<file path="src/hw/rtl/fbfla_pkg.sv">
package fbfla_pkg;

    localparam int unsigned KIND_W             = 2;
    localparam int unsigned REQ_W              = 32;
    localparam int unsigned BLK_OUT_W          = 8;
    localparam int unsigned NUM_BLOCKS_W       = 9;
    localparam int unsigned MAX_BLOCKS_DEFAULT = 256;
    localparam int unsigned BLOCK_BYTES        = 1024;
    localparam logic [NUM_BLOCKS_W-1:0] NUM_BLOCKS_RESET = 9'd256;

    typedef enum logic [KIND_W-1:0] {
        KIND_ALLOC = 2'd0,
        KIND_FREE  = 2'd1,
        KIND_INIT  = 2'd2
    } kind_t;

    typedef enum logic [1:0] {
        ST_SWEEP,
        ST_IDLE,
        ST_POP
    } state_t;

    typedef struct packed {
        logic sweep_en;
        logic init_load;
        logic alloc_pop;
        logic free_push;
        logic out_load;
        logic out_fail;
    } cmd_t;

    typedef struct packed {
        logic head_empty;
        logic oversize;
        logic sweep_last;
        logic out_busy;
    } stat_t;

endpackage

</file>
<file path="src/hw/rtl/fbfla_ram.sv">
module fbfla_ram #(
    parameter int unsigned WIDTH = 9,
    parameter int unsigned DEPTH = 256
) (
    input  logic                     aclk,
    input  logic                     we,
    input  logic [$clog2(DEPTH)-1:0] waddr,
    input  logic [WIDTH-1:0]         wdata,
    input  logic [$clog2(DEPTH)-1:0] raddr,
    output logic [WIDTH-1:0]         rdata
);
    logic [WIDTH-1:0] mem_reg [DEPTH];
    logic [WIDTH-1:0] rdata_reg;

    always_ff @(posedge aclk) begin
        if (we) begin
            mem_reg[waddr] <= wdata;
        end
        rdata_reg <= mem_reg[raddr];
    end

    assign rdata = rdata_reg;

endmodule

</file>
<file path="src/hw/rtl/fbfla_ctrl.sv">
module fbfla_ctrl (
    input  logic                          aclk,
    input  logic                          aresetn,
    input  logic                          s_valid,
    output logic                          s_ready,
    input  logic [fbfla_pkg::KIND_W-1:0]  s_kind,
    input  logic                          m_ready,
    input  fbfla_pkg::stat_t              stat,
    output fbfla_pkg::cmd_t               cmd
);
    import fbfla_pkg::*;

    state_t state_reg, state_next;
    logic   accept;

    always_ff @(posedge aclk) begin
        if (!aresetn) begin
            state_reg <= ST_SWEEP;
        end else begin
            state_reg <= state_next;
        end
    end

    always_comb begin
        state_next = state_reg;
        cmd        = '0;
        s_ready    = 1'b0;
        accept     = 1'b0;
        case (state_reg)
            ST_SWEEP: begin
                cmd.sweep_en = 1'b1;
                if (stat.sweep_last) begin
                    state_next = ST_IDLE;
                end
            end
            ST_IDLE: begin
                s_ready = !stat.out_busy || m_ready;
                accept  = s_valid && s_ready;
                if (accept) begin
                    case (kind_t'(s_kind))
                        KIND_ALLOC: begin
                            if (stat.oversize || stat.head_empty) begin
                                cmd.out_load = 1'b1;
                                cmd.out_fail = 1'b1;
                            end else begin
                                state_next = ST_POP;
                            end
                        end
                        KIND_FREE: begin
                            cmd.free_push = 1'b1;
                            cmd.out_load  = 1'b1;
                        end
                        KIND_INIT: begin
                            cmd.init_load = 1'b1;
                            cmd.out_load  = 1'b1;
                            state_next    = ST_SWEEP;
                        end
                        default: begin
                            cmd.out_load = 1'b1;
                        end
                    endcase
                end
            end
            ST_POP: begin
                cmd.alloc_pop = 1'b1;
                state_next    = ST_IDLE;
            end
            default: begin
                state_next = ST_SWEEP;
            end
        endcase
    end

endmodule

</file>
<file path="src/hw/rtl/fbfla_dp.sv">
module fbfla_dp #(
    parameter int unsigned MAX_BLOCKS = fbfla_pkg::MAX_BLOCKS_DEFAULT
) (
    input  logic                                aclk,
    input  logic                                aresetn,
    input  logic [fbfla_pkg::REQ_W-1:0]         s_request_size,
    input  logic [fbfla_pkg::BLK_OUT_W-1:0]     s_block_index,
    input  logic                                m_ready,
    output logic                                m_valid,
    output logic [fbfla_pkg::BLK_OUT_W-1:0]     m_granted_block,
    output logic                                m_status,
    input  logic                                cfg_we,
    input  logic [fbfla_pkg::NUM_BLOCKS_W-1:0]  cfg_wdata,
    input  fbfla_pkg::cmd_t                     cmd,
    output fbfla_pkg::stat_t                    stat
);
    import fbfla_pkg::*;

    localparam int unsigned IDX_W   = $clog2(MAX_BLOCKS);
    localparam int unsigned LINK_W  = $clog2(MAX_BLOCKS + 1);
    localparam int unsigned N_RESET = (32'(NUM_BLOCKS_RESET) > MAX_BLOCKS) ?
                                      MAX_BLOCKS : 32'(NUM_BLOCKS_RESET);
    localparam logic [LINK_W-1:0] EMPTY    = LINK_W'(MAX_BLOCKS);
    localparam logic [IDX_W-1:0]  LAST_IDX = IDX_W'(MAX_BLOCKS - 1);

    logic [NUM_BLOCKS_W-1:0] num_blocks_reg;
    logic [LINK_W-1:0]       head_reg, head_next;
    logic [LINK_W-1:0]       n_reg, n_next;
    logic [IDX_W-1:0]        cnt_reg, cnt_next;
    logic                    m_valid_reg, m_valid_next;
    logic [BLK_OUT_W-1:0]    granted_reg, granted_next;
    logic                    status_reg, status_next;

    logic [LINK_W-1:0]       n_sat;
    logic [LINK_W-1:0]       sweep_succ;
    logic                    free_ok;
    logic                    ram_we;
    logic [IDX_W-1:0]        ram_waddr;
    logic [LINK_W-1:0]       ram_wdata;
    logic [LINK_W-1:0]       ram_rdata;

    fbfla_ram #(
        .WIDTH (LINK_W),
        .DEPTH (MAX_BLOCKS)
    ) u_link_ram (
        .aclk  (aclk),
        .we    (ram_we),
        .waddr (ram_waddr),
        .wdata (ram_wdata),
        .raddr (IDX_W'(head_reg)),
        .rdata (ram_rdata)
    );

    assign n_sat      = (32'(num_blocks_reg) > MAX_BLOCKS) ? EMPTY : LINK_W'(num_blocks_reg);
    assign sweep_succ = LINK_W'(cnt_reg) + LINK_W'(1);
    assign free_ok    = 32'(s_block_index) < MAX_BLOCKS;

    always_comb begin
        if (cmd.sweep_en) begin
            ram_we    = 1'b1;
            ram_waddr = cnt_reg;
            ram_wdata = (sweep_succ < n_reg) ? sweep_succ : EMPTY;
        end else begin
            ram_we    = cmd.free_push && free_ok;
            ram_waddr = IDX_W'(s_block_index);
            ram_wdata = head_reg;
        end
    end

    always_comb begin
        head_next    = head_reg;
        n_next       = n_reg;
        cnt_next     = cnt_reg;
        m_valid_next = m_valid_reg && !m_ready;
        granted_next = granted_reg;
        status_next  = status_reg;
        if (cmd.sweep_en) begin
            cnt_next = cnt_reg + IDX_W'(1);
        end
        if (cmd.init_load) begin
            n_next    = n_sat;
            head_next = (n_sat == '0) ? EMPTY : '0;
            cnt_next  = '0;
        end
        if (cmd.free_push && free_ok) begin
            head_next = LINK_W'(s_block_index);
        end
        if (cmd.alloc_pop) begin
            head_next    = ram_rdata;
            m_valid_next = 1'b1;
            granted_next = BLK_OUT_W'(head_reg);
            status_next  = 1'b0;
        end
        if (cmd.out_load) begin
            m_valid_next = 1'b1;
            granted_next = '0;
            status_next  = cmd.out_fail;
        end
    end

    always_ff @(posedge aclk) begin
        if (!aresetn) begin
            num_blocks_reg <= NUM_BLOCKS_RESET;
            head_reg       <= '0;
            n_reg          <= LINK_W'(N_RESET);
            cnt_reg        <= '0;
            m_valid_reg    <= 1'b0;
        end else begin
            if (cfg_we) begin
                num_blocks_reg <= cfg_wdata;
            end
            head_reg    <= head_next;
            n_reg       <= n_next;
            cnt_reg     <= cnt_next;
            m_valid_reg <= m_valid_next;
        end
    end

    always_ff @(posedge aclk) begin
        granted_reg <= granted_next;
        status_reg  <= status_next;
    end

    assign stat.head_empty = head_reg >= EMPTY;
    assign stat.oversize   = s_request_size > REQ_W'(BLOCK_BYTES);
    assign stat.sweep_last = cnt_reg == LAST_IDX;
    assign stat.out_busy   = m_valid_reg;

    assign m_valid         = m_valid_reg;
    assign m_granted_block = granted_reg;
    assign m_status        = status_reg;

endmodule

</file>
<file path="src/hw/rtl/fixed_block_free_list_allocator.sv">
// Fixed-size block allocator with a LIFO free list held in a link RAM.
// Input channel (s_valid/s_ready): s_kind selects alloc, free or init;
// s_request_size is checked against the block size on alloc; s_block_index
// is pushed on free. Every transfer on the input yields exactly one transfer
// on the result channel (m_valid/m_ready): m_granted_block and m_status.
// A successful alloc passes through ST_POP, where the registered link RAM
// read gives the new head, and its result is then registered; failed alloc,
// free and init results appear in the cycle after the transfer. Frees are
// taken one per cycle while the result channel is not stalled; an alloc
// holds off the next request while it is in ST_POP. Init rebuilds the list
// by writing every link entry, one per cycle, and the input is held off
// until the rebuild completes. Reset runs the same rebuild with num_blocks
// at 256; s_ready stays low until it completes. cfg_we/cfg_wdata load
// num_blocks, which takes effect at the next init.
// A stalled result holds in the output register; the next item is taken in
// the cycle that result is transferred.
module fixed_block_free_list_allocator #(
    parameter int unsigned MAX_BLOCKS = fbfla_pkg::MAX_BLOCKS_DEFAULT
) (
    input  logic                                aclk,
    input  logic                                aresetn,
    input  logic                                s_valid,
    output logic                                s_ready,
    input  logic [fbfla_pkg::KIND_W-1:0]        s_kind,
    input  logic [fbfla_pkg::REQ_W-1:0]         s_request_size,
    input  logic [fbfla_pkg::BLK_OUT_W-1:0]     s_block_index,
    output logic                                m_valid,
    input  logic                                m_ready,
    output logic [fbfla_pkg::BLK_OUT_W-1:0]     m_granted_block,
    output logic                                m_status,
    input  logic                                cfg_we,
    input  logic [fbfla_pkg::NUM_BLOCKS_W-1:0]  cfg_wdata
);
    import fbfla_pkg::*;

    cmd_t  cmd;
    stat_t stat;

    fbfla_ctrl u_ctrl (
        .aclk    (aclk),
        .aresetn (aresetn),
        .s_valid (s_valid),
        .s_ready (s_ready),
        .s_kind  (s_kind),
        .m_ready (m_ready),
        .stat    (stat),
        .cmd     (cmd)
    );

    fbfla_dp #(
        .MAX_BLOCKS (MAX_BLOCKS)
    ) u_dp (
        .aclk            (aclk),
        .aresetn         (aresetn),
        .s_request_size  (s_request_size),
        .s_block_index   (s_block_index),
        .m_ready         (m_ready),
        .m_valid         (m_valid),
        .m_granted_block (m_granted_block),
        .m_status        (m_status),
        .cfg_we          (cfg_we),
        .cfg_wdata       (cfg_wdata),
        .cmd             (cmd),
        .stat            (stat)
    );

endmodule

</file>
<file path="config.mk">
export PLATFORM = sky130hd
export DESIGN_NAME = fixed_block_free_list_allocator
export DESIGN_NICKNAME = d
export VERILOG_FILES = /design/src/hw/rtl/fbfla_pkg.sv /design/src/hw/rtl/fbfla_ram.sv /design/src/hw/rtl/fbfla_ctrl.sv /design/src/hw/rtl/fbfla_dp.sv /design/src/hw/rtl/fixed_block_free_list_allocator.sv
export SDC_FILE = /design/constraint.sdc
export NUM_CORES = 2
export LEC_CHECK = 0
export BUFFER_PORTS_ARGS = -buffer_cell sky130_fd_sc_hd__buf_2
export CORE_ASPECT_RATIO = 1.4
export CORE_UTILIZATION = 50
export DETAILED_ROUTE_END_ITERATION = 6
export PLACE_DENSITY = 0.75
export SLEW_MARGIN = 20
export SYNTH_ARGS = -nofsm -noshare
export SYNTH_HDL_FRONTEND = slang
export SYNTH_SLANG_ARGS = --single-unit
</file>
<file path="constraint.sdc">
create_clock -name aclk -period 16.2 [get_ports aclk]
set_input_delay 2.43 -clock aclk [delete_from_list [all_inputs] [get_ports aclk]]
set_output_delay 2.43 -clock aclk [all_outputs]
set_load 0.005 [all_outputs]
</file>
* Yosys cells after proc, flatten, opt, wreduce, memory -nomap -nowiden *
Memories as Yosys holds them, arrays and structs flattened. A register that Yosys moved wholly into a read port is not among the register bits.
Cells that the tools add are included.

cells by class
  magnitude comparators = 4
  reductions and logical operators = 13
  eq/ne operators = 9
  bitwise operators = 1
  add/subtract/negate cells = 2
  muxes and demuxes = 32

operators by type and width
  cell                                                      count
  2-to-1 mux 9 bit                                          7
  > comparator 32 x 11 -> 1 bit, second input constant      1
  2-to-1 mux 1 bit                                          16
  adder 8 x 1 -> 9 bit, second input constant               1
  greater-or-equal comparator 9 bit, second input constant  1
  > comparator 9 bit, second input constant                 1
  zero test 9 bit                                           1
  less-than comparator 9 bit                                1
  adder 8 x 1 -> 8 bit, second input constant               1
  == test 8 bit, second input constant                      1
  2-to-1 mux 2 bit                                          4
  2-to-1 mux 8 bit                                          1
  2-to-1 mux 3 bit                                          2
  inequality test 3 bit, second input constant              2
  one-hot mux 2 bit (3 select lines)                        1
  == test 2 x 1 -> 1 bit, second input constant             2
  == test 2 bit, second input constant                      2
  zero test 2 bit                                           2
  one-hot mux 2 bit (2 select lines)                        1
  AND reduction 4 bit                                       1
  nonzero test 3 bit                                        1
  logical AND 1 bit                                         2
  zero test 1 bit                                           2
  logical OR 1 bit                                          2
  other kinds (5)                                           5

storage, ports and cells
  memories kept = 1
  word-level logic and storage cells = 70
  register bits = 47
  bits in writable memories = 2304
  output and inout port bits = 11

memory list
  name                     depth  width  rd ports  clocked after Yosys merged registers in  wr ports  RTL line         RTL
  u_dp.u_link_ram.mem_reg  256    9      1         1                                        1         fbfla_ram.sv:12  logic [WIDTH-1:0] mem_reg [DEPTH];

* Longest topological paths before layout *
  depth after elaboration = 9
  mapped depth = 12
  depth with buffers taken out = 10

* Modules after synthesis *
Synthesis repeated with hierarchy kept, for this count alone.

second synthesis, totals
  cell total of the unflattened synthesis = 4545
  area, all modules = 91955.7 µm²

modules (own cells, without submodules)
  module      instances  cells each  area each (µm²)  seq. area each (µm²)
  fbfla_ram   1          4237        89278.1          69366.5
  fbfla_dp    1          286         2487.4           910.9
  fbfla_ctrl  1          22          190.2            40.0

* Least setup slack after synthesis *
Ideal clock, no wire load.

  path kind = flip-flop to flip-flop
  from = register u_dp.cnt_reg[2]
  to = memory u_dp.u_link_ram.mem_reg[0][0] (data pin)
  arrival time = 12178 ps
  cell stages (with the launch flop) = 12
  path buffers = 1
  setup time = 2188 ps
  slack = 1834 ps
  cell sequence = dfxtp_1 > clkbuf_1 > and3_1 > nand3_1 > nor2_1 > xnor2_1 > inv_1 > ha_1 > or4_1 > a211oi_1 > nor2_1 > o21ai_0

between the ends
  cells in the longest elaborated chain, start to end = 4

RTL lines
  element                       RTL line         RTL
  start, declared               fbfla_dp.sv:29   logic [IDX_W-1:0] cnt_reg, cnt_next;
  start signal, assigned        fbfla_dp.sv:114  cnt_reg <= cnt_next;
  adder 8 x 1 -> 9 bit          fbfla_dp.sv:55   assign sweep_succ = LINK_W'(cnt_reg) + LINK_W'(1);
  named net u_dp.sweep_succ[7]  fbfla_dp.sv:35   logic [LINK_W-1:0] sweep_succ;
  less-than comparator 9 bit    fbfla_dp.sv:62   ram_wdata = (sweep_succ < n_reg) ? sweep_succ : EMPTY;
  2-to-1 mux 9 bit              fbfla_dp.sv:62
  2-to-1 mux 9 bit              fbfla_dp.sv:59   if (cmd.sweep_en) begin
  named net u_dp.ram_wdata[0]   fbfla_dp.sv:39   logic [LINK_W-1:0] ram_wdata;
  end, declared                 fbfla_ram.sv:12

The timed path passes the listed nets, and every way through them passes these cells.

==> impl_metrics.toml <==
[final_layout]
largest_reg_flops = 2304
final_util = 0.5568
fillerInstances = 12960
drive_gt1_frac = 0.2241
synthToLayoutAreaGrowth_pct = 10.34
design_area_um2 = 101200
final_common_cell = "edfxtp_1"
final_cell_mix = "edfxtp_1, mux4_2, nor2_1"
finalNonFillerCells = 7057
fin_nets = 4524

[logic_synthesis]
yosysSeqAreaShare = 0.7668
ys.flop_type = "edfxtp_1"
synthesis.nets = 4420
synthArstFlopShare = 0
ys_types = 75
synth_edf_count = 2305
yosysWarningCount = 0
ys_seq_elements = 2360
synthCells = 4355
synth_area_per_cell_um2 = 21.06
synth_area_um2 = 91700

[power_and_ir_drop]
p_leak_nw = 29.99
peakVddDrop_v = 0.0001158
powerDensity_nw_per_um2 = 116.9
totalPowerFinal_mw = 11.83

[setup_path]
cp-start-kind = "flip-flop"
r2r.worst_path.cells = 9
r2r_end = "u_dp.u_link_ram.rdata[1]"
crit_type = "flip-flop to flip-flop"
critPathMaxStageDelay_ns = 0.99
worst-path-max-fanout = 115
cp_top_family = "buffers and inverters"
worst-path-buf-inv = 3
cp.arrival_ns = 6.40
cp_slowest_cell = "nor3_1"
required_ns = 16.86
endpoint_kind = "flip-flop"
r2r_start = "u_dp.head_reg[1]"
ff2ff_setup_slack_ns = 10.46
startpoint = "u_dp.head_reg[1]"
path_cells = "buf_12, buf_4, buf_12, mux4_2, a22o_1, a221oi_1, o22ai_1, nor3_1, nor3_1"

[floorplanning]
die_h_um = 508.7
io_pins = 67
core.rowCount = 185
die_w_um = 363.9
dieArea_um2 = 185100
start_util = 0.5047
core_area_um2 = 181700

[clocking]
cts_tree = "built"
hold_buffers = 0
clock_latency_ns = 0.83
htree_levels = 4
clockBufferDepth = 3
cts_resized = 0
cts_buffers = 197
cts_sinks = 2360
clkTransAtPathRegs_ns = 0.07
postCtsSetupBuffers = 0
root_buffer = "clkbuf_16"

[worst_hold_path]
hold_start = "u_dp.m_granted_block[1]"
hold_class = "flip-flop to flip-flop"
hold_end = "u_dp.m_granted_block[1]"
worstHoldPathCells = 2

[route]
detail_route.iter0.violations = 5847
drtPass1Iterations = 7
ant_nets = 0
wl_mm = 234.9
routedWlPerCell_um = 33.29
viasPerCell = 6.500
drc = 2
via_count = 45869

[sta]
hold_viol_final = 0
fin_tns_setup_ns = 0
hold_slack_ns = 0.4543
skew_ns = 0.04342
fmax_ghz = 0.1743
fin_crit_sh = 0.3542
rsz0062_at_grt = "false"
maxSlewHeadroom = 0.1492
drv_slew = 0
worst_slew_pin_slew_ns = 1.263
setup_ws_ns = 10.46
fin_crit_ns = 5.737
setup_viol = 0

[placement]
dp.cells = 6689
port_buffers = 66
dpl.hpwl_mm = 143.3
placed_cell_area_um2 = 94580
post-place-ws_ns = 10.36
gp_congestion = 0.9557

[outcome]
status = "finished, violations left"
violations = "design-rule violations"

[grt]
grt_max_degree = 190
grt_usage = 0.2550
grt_pass1_vias = 45670
grt-ovfl-total = 0
grt_pass1_wl_mm = 332.6
antenna_found_initial = 11

[run]
maxCapViolCount = 0
==> synthesized netlist by cell type, types with 9 or more instances <==
cell,number,share of area
buf_4,30,0.0025
a22o_1,31,0.0030
nor2b_1,35,0.0024
buf_1,14,0.00057
inv_1,17,0.00070
buf_6,34,0.0042
nand3_1,20,0.0011
nand2_1,120,0.0049
o21ai_1,14,0.00076
nor4_1,22,0.0015
a22oi_1,111,0.0091
mux2i_1,143,0.016
a221oi_1,32,0.0031
clkbuf_1,100,0.0041
edfxtp_1,2305,0.75
mux4_2,530,0.13
dfxtp_1,55,0.012
o22ai_1,29,0.0020
o21ai_0,24,0.0013
mux4_1,23,0.0066
a21oi_1,76,0.0041
ha_1,9,0.0012
nor2_1,299,0.012
nand2b_1,17,0.0012
buf_2,68,0.0037
o211ai_1,24,0.0020
nand3b_1,15,0.0012
nor3_1,26,0.0014
==> how the worst max path moves through the flow <==
stage                                                to  cells after the start  slack, ns
after global placement         u_dp.u_link_ram.rdata[0]                      8      10.01
after floorplan           u_dp.u_link_ram.mem_reg[0][0]                     11       1.83
after detailed placement       u_dp.u_link_ram.rdata[1]                      9      10.36
after global routing           u_dp.u_link_ram.rdata[6]                      9      10.15
final                          u_dp.u_link_ram.rdata[1]                      9      10.46
after CTS                      u_dp.u_link_ram.rdata[1]                      9      10.35
==> routing by layer <==
metal	GRT usage	share of wire	vias up
met5	0	0.00029	-
met4	0.1756	0.079	10
met3	0.05318	0.093	647
met2	0.4174	0.49	2932
met1	0.3036	0.33	23901
li1	-	-	18379
==> worst min-delay path, stage by stage (launching register included) <==
cell     delay (ns)
dfxtp_1        0.31
nand2_1        0.05
a21oi_1        0.05
==> cell families (layout without fill, tap and decap cells) <==
kind of cell             count (synthesis)  after routing  share of synthesized area
adder cells (fa/ha/maj)                  9              9                   0.001228
XOR/XNOR                                13             13                   0.001242
other                                    0              4                          0
flip-flops                            2360           2360                     0.7668
buffers and inverters                  273            540                    0.01717
AO/OA/AOI/OAI                          404            404                    0.03140
AND/OR/NAND/NOR                        598            598                    0.02953
multiplexers                           698            698                     0.1526
==> power by group <==
part,internal [mW],total [mW],switching (mW)
Sequential,6.72,6.74,0.0213
Clock,2.72,4.87,2.15
Combinational,0.0384,0.220,0.181
==> cell type report <==
class                      count  area, µm²  share of cell area
timing repair buffer         160       1136             0.01123
antenna                        4      10.01          0.00009893
sequential                  2360      70340              0.6951
multi-input combinational   1722      20010              0.1978
tap                         2431       3042             0.03006
clock buffer                 235       5177             0.05117
inverter                      18      67.56           0.0006678
clock inverter               127       1401             0.01385
No activity file was read; power rests on OpenSTA's default activity.
